$ cat config.mk
export PLATFORM = sky130hd
export DESIGN_NAME = rda_cell
export DESIGN_NICKNAME = d
export VERILOG_FILES = /design/src/rtl/core/rda_pkg.sv /design/src/rtl/core/rda_cell.sv
export SDC_FILE = /design/constraint.sdc
export NUM_CORES = 1
export LEC_CHECK = 0
export BUFFER_PORTS_ARGS = -buffer_cell sky130_fd_sc_hd__buf_2
export CAP_MARGIN = 20
export CELL_PAD_IN_SITES_DETAIL_PLACEMENT = 1
export CELL_PAD_IN_SITES_GLOBAL_PLACEMENT = 2
export CORE_MARGIN = 4
export CORE_UTILIZATION = 32
export CTS_CLUSTER_SIZE = 10
export DETAILED_ROUTE_END_ITERATION = 10
export PLACE_DENSITY = 0.83
export SYNTH_ARGS = -nofsm -noshare
export SYNTH_HDL_FRONTEND = slang
export SYNTH_SLANG_ARGS = --single-unit
$ cat constraint.sdc
create_clock -name i_clk -period 5.7 [get_ports i_clk]
set_input_delay 0.285 -clock i_clk [delete_from_list [all_inputs] [get_ports i_clk]]
set_output_delay 0.285 -clock i_clk [all_outputs]
set_load 0.01 [all_outputs]
$ cat src/rtl/core/rda_pkg.sv
`default_nettype none
package rda_pkg;
    localparam int CordicSteps = 16;
    localparam logic signed [39:0] Q32Pi = 40'sh03243F6A89;
    localparam logic signed [39:0] Q32TwoPi = 40'sh06487ED511;
    localparam logic signed [39:0] Q32HalfPi = 40'sh01921FB544;
    localparam logic signed [39:0] Q32Gain = 40'sh009B74EDA8;

    localparam logic [1:0] CompU = 2'd0;
    localparam logic [1:0] CompV = 2'd1;
    localparam logic [1:0] CompW = 2'd2;
    localparam logic [1:0] CompNone = 2'd3;

    localparam logic [2:0] RegAxisX = 3'd0;
    localparam logic [2:0] RegAxisY = 3'd1;
    localparam logic [2:0] RegAxisZ = 3'd2;
    localparam logic [2:0] RegCenterX = 3'd3;
    localparam logic [2:0] RegCenterY = 3'd4;
    localparam logic [2:0] RegCenterZ = 3'd5;
    localparam logic [2:0] RegDim = 3'd6;

    // atan(2^-i) in Q.32, rounded.
    function automatic logic signed [39:0] f_arc(input logic [5:0] i);
        logic signed [39:0] v;
        unique case (i)
            6'd0: v = 40'sh00C90FDAA2;
            6'd1: v = 40'sh0076B19C16;
            6'd2: v = 40'sh003EB6EBF2;
            6'd3: v = 40'sh001FD5BA9B;
            6'd4: v = 40'sh000FFAADDC;
            6'd5: v = 40'sh0007FF556F;
            6'd6: v = 40'sh0003FFEAAB;
            6'd7: v = 40'sh0001FFFD55;
            6'd8: v = 40'sh0000FFFFAB;
            6'd9: v = 40'sh00007FFFF5;
            6'd10: v = 40'sh00003FFFFF;
            6'd11: v = 40'sh0000200000;
            6'd12: v = 40'sh0000100000;
            6'd13: v = 40'sh0000080000;
            6'd14: v = 40'sh0000040000;
            6'd15: v = 40'sh0000020000;
            6'd16: v = 40'sh0000010000;
            6'd17: v = 40'sh0000008000;
            6'd18: v = 40'sh0000004000;
            6'd19: v = 40'sh0000002000;
            6'd20: v = 40'sh0000001000;
            6'd21: v = 40'sh0000000800;
            6'd22: v = 40'sh0000000400;
            6'd23: v = 40'sh0000000200;
            6'd24: v = 40'sh0000000100;
            6'd25: v = 40'sh0000000080;
            6'd26: v = 40'sh0000000040;
            6'd27: v = 40'sh0000000020;
            6'd28: v = 40'sh0000000010;
            6'd29: v = 40'sh0000000008;
            6'd30: v = 40'sh0000000004;
            6'd31: v = 40'sh0000000002;
            default: v = 40'sh0000000001;
        endcase
        return v;
    endfunction
endpackage
`default_nettype wire

$ cat src/rtl/core/rda_cell.sv
`default_nettype none
module rda_cell import rda_pkg::*; #(
    parameter int Step = 0
) (
    input  wire               i_clk,
    input  wire               i_rst_n,
    input  wire               i_vld,
    input  wire signed [39:0] i_x,
    input  wire signed [39:0] i_y,
    input  wire signed [39:0] i_r,
    output logic              o_vld,
    output logic signed [39:0] o_x,
    output logic signed [39:0] o_y,
    output logic signed [39:0] o_r
);
    localparam logic [5:0] Idx = 6'(Step);
    logic signed [39:0] n_x, n_y, n_r, w_arc;

    always_comb begin
        w_arc = f_arc(Idx);
        if (!i_r[39]) begin
            n_x = i_x - (i_y >>> Step);
            n_y = i_y + (i_x >>> Step);
            n_r = i_r - w_arc;
        end else begin
            n_x = i_x + (i_y >>> Step);
            n_y = i_y - (i_x >>> Step);
            n_r = i_r + w_arc;
        end
    end

    always_ff @(posedge i_clk) begin
        if (!i_rst_n) o_vld <= 1'b0;
        else o_vld <= i_vld;
        o_x <= n_x;
        o_y <= n_y;
        o_r <= n_r;
    end
endmodule
`default_nettype wire

==> summary.md <==
| Metric | Value |
|---|---|
| Outcome | finished clean |
| HP Start | i_vld |
| NetSw | around 1.4 mW |
| Top-area cell type share of the netlist area | 0.203 |
| Total CTS buffers | 17 |
| Hold Vio Cnt, Final | 0 |
| Final TNS setup | 0 ps |
| P_int | roughly 2.2 mW |
| VDD IR max | 0.211 mV |
| Crit Path Category | in -> reg |
| Ys async rst share | 0 |
| FF+latch count, synth | 120 |
| Drt pass-1 iters | 5 |
| Core area | between 30000 and 40000 sq um |
| DP Wirelength | approximately 35000 microns |
| Final setup viols | 0 |
| MaxCap Viol Count | 0 |
| Register area | 2400 sq um |
| Vias in the first global route | approximately 12000 |
| Critical Path Fanout Max | 73 |
| First-pass GRT wire length | approximately 69000 microns |
| Chip height | 200 microns |
| Clock share of power | 0.285 |
| Vias/cell | approximately 5.4 |
| Power Density | 262 nW/um^2 |
| Post-Syn Instances | between 1000 and 1500 |
| Post-synthesis cell area | 11800 sq um |
| WHS Endpoint | o_vld |
| Initial antenna violation count | 1 |
| Final Max Slew Viols | 0 |
| Routing usage on met2 | 0.356 |
| Sequential area share after synthesis | 0.203 |
| Largest net degree at the start of global routing | 74 |
| Power consumption | 3.65 mW |
| Worst rel slew slack | 0.267 |
| CTS tree | built |
| GR met3 Demand/Resource | 0.0400 |
| Crit path arrival time | ~3900 ps |
| DRC viols | 0 |
| Yosys warns | 0 |
| Share of cells above drive strength 1 | 0.190 |
| M1 GR Usage | 0.280 |
| Die area | 40100 sq um |
| Global Route Usage Sum | 0.212 |
| Clock tree sinks | 120 |
| Critical Path End Type | register |
| Area taken by multi-input logic gates | 8660 sq um |
| Final layout net count | 1987 |
| Period minus WS final | 3480 ps |
| Synth top area cells | dfxtp_1 20%, ha_1 18%, a21oi_1 7.0% |
| # IOs | 244 |
| Static leakage power | 6.53 nW |
| WHS Path Cells | 2 |
| Antenna viol nets, final | 0 |
| Setup Fix Bufs, Post-CTS | 0 |
| Cts repair resizes | 0 |
| Clock Tree Buf Depth | 2 |
| Mapped Nets | approximately 1800 |
| WL final | 43700 microns |
| Area delta synth->final | 17.7% |
| Root Buffer | clkbuf_16 |
| CP Launch Type | primary input |
| Via count | 11696 |
| Comb power frac | 0.416 |
| Main synth FF type | dfxtp_1 |
| Commonest cells after routing, fill and taps aside | 242 x buf_2, 166 x ha_1, 165 x a21oi_1 |
| Post-Syn Area per Cell | 7.95 sq um |
| GR peak layer | met2 |
| Routed WL per cell | 20.1 microns |
| Overflow after GRT | 0 |
| # port buffers | 243 |
| Switching Share | 0.388 |
| EDFF count, synth | 0 |
| Library cells used by synthesis | 94 |
| Die Wd | 200 microns |
| Commonest non-fill, non-tap cell in the layout | buf_2 |
| H-Tree Depth | 4 |
| Tcrit/Tclk final | 0.611 |
| Hold crit path type | in -> reg |
| Layout filler cell count | about 4500 |
| Clock-pin slew on the worst setup and hold paths | 60 ps |
| Antenna Cells | 0 |
| Initial Util | 0.324 |
| Maximum clock rate | 287 MHz |
| Routability cong. | 0.914 |
| Worst Max-Slew Pin Slew | 1100 ps |
| Reg power frac | 0.299 |
| WP data required | 6070 ps |
| # rows | 70 |
| Area leader, netlist | dfxtp_1 |
| Initial drt markers | 613 |
| RSZ-0062 raised after global routing | false |
## per-stage QoR
stage	instances	area [sq um]	setup slack [ps]	utilization	hold slack [ps]
5_1_grt	2175	13900	1890	0.381	44.2
3_3_place_gp	2142	13400	1880	0.366	389
2_1_floorplan	1489	11800	1700	-	313
4_1_cts	2175	13900	2220	0.381	22.0
3_5_place_dp	2142	13400	1750	0.366	389
6_report	2175	13900	2220	0.381	46.9
## flip-flops by register name, summed over array words and instances (netlist names)
signal	count
o_vld	1
o_x	40
o_r	40
o_y	39
## layout make-up
type,count,area share
multi-input cells,1179,0.622
flip-flops and latches,120,0.172
repair buffers,246,0.0893
well taps,468,0.0420
inverters,130,0.0352
clock buffers,23,0.0336
clock inverters,9,0.00539
## what timing repair did
item	in CTS	in global routing
endpoints found under the hold margin	1	0
hold buffers	1	0
setup endpoints to repair	0	0
## cells in the mapped netlist (5+ instances only)
master       n
a21oi_1    165
buf_2       20
o21a_1      12
nor4_1      11
o21ai_0     80
nor2b_1     16
a31o_2       5
xor2_1      18
nand2b_1    12
o21bai_1    37
a221oi_1     6
and3_1      10
and2_1      10
xnor2_1     88
nor3b_1      5
a21boi_0     6
or3_1        6
nor3_1      25
nor2_1     120
clkbuf_1    30
o31ai_1     11
nand2_1     86
o211ai_1    14
buf_4        5
dfxtp_1    120
nand3_1     19
a211o_1      5
ha_1       166
o2111ai_1    5
a211oi_1    17
o221ai_1     7
o21ai_2      5
a21o_1      49
a31oi_1     10
mux2i_1     28
inv_1      125
nand4_1     22
## power groups by stage
stage          Sequential, mW  Clock (mW)  Combinational [mW]
6_report                 1.09        1.04                1.52
5_1_grt                  1.11        1.11                1.66
4_1_cts                  1.09        1.07                1.52
3_5_place_dp             1.11           0                1.51
3_3_place_gp             1.11           0                1.50
2_1_floorplan            1.21           0               0.844
## cell families (layout without fill, tap and decap cells)
logic type               after synthesis  after routing  share of synthesized area
XOR/XNOR                             106            106                     0.0785
flip-flops                           120            120                      0.203
multiplexers                          28             28                     0.0237
buffers and inverters                190            408                     0.0648
AO/OA/AOI/OAI                        507            507                      0.296
adder cells (fa/ha/maj)              170            170                      0.182
AND/OR/NAND/NOR                      368            368                      0.152
## critical path, cell delays in order
cell and delay (ps):
buf_4 300, inv_2 270, buf_4 770, ha_1 450
and4_1 240, nand2_1 60, o211ai_1 120, o31ai_1 570
o31a_1 290, o21ai_0 130, a21oi_1 190, xnor2_1 130
## metal layers
metal / routed length (microns) / vias to the layer above
met5: 7 / -
met4: 864 / 2
met3: 2060 / 48
met2: 20300 / 287
met1: 20500 / 5620
li1: - / 5739
## how the worst max path moves through the flow
stage	end	cells after the start	from	slack, ps
2_1_floorplan	o_r[25]	14	i_r[39]	1700
4_1_cts	o_r[38]	12	i_r[39]	2220
6_report	o_r[38]	12	i_r[39]	2220
5_1_grt	o_r[38]	12	i_r[39]	1890
3_5_place_dp	o_r[38]	12	i_r[39]	1750
3_3_place_gp	o_r[38]	12	i_r[39]	1880
No activity file was read; power rests on OpenSTA's default activity.
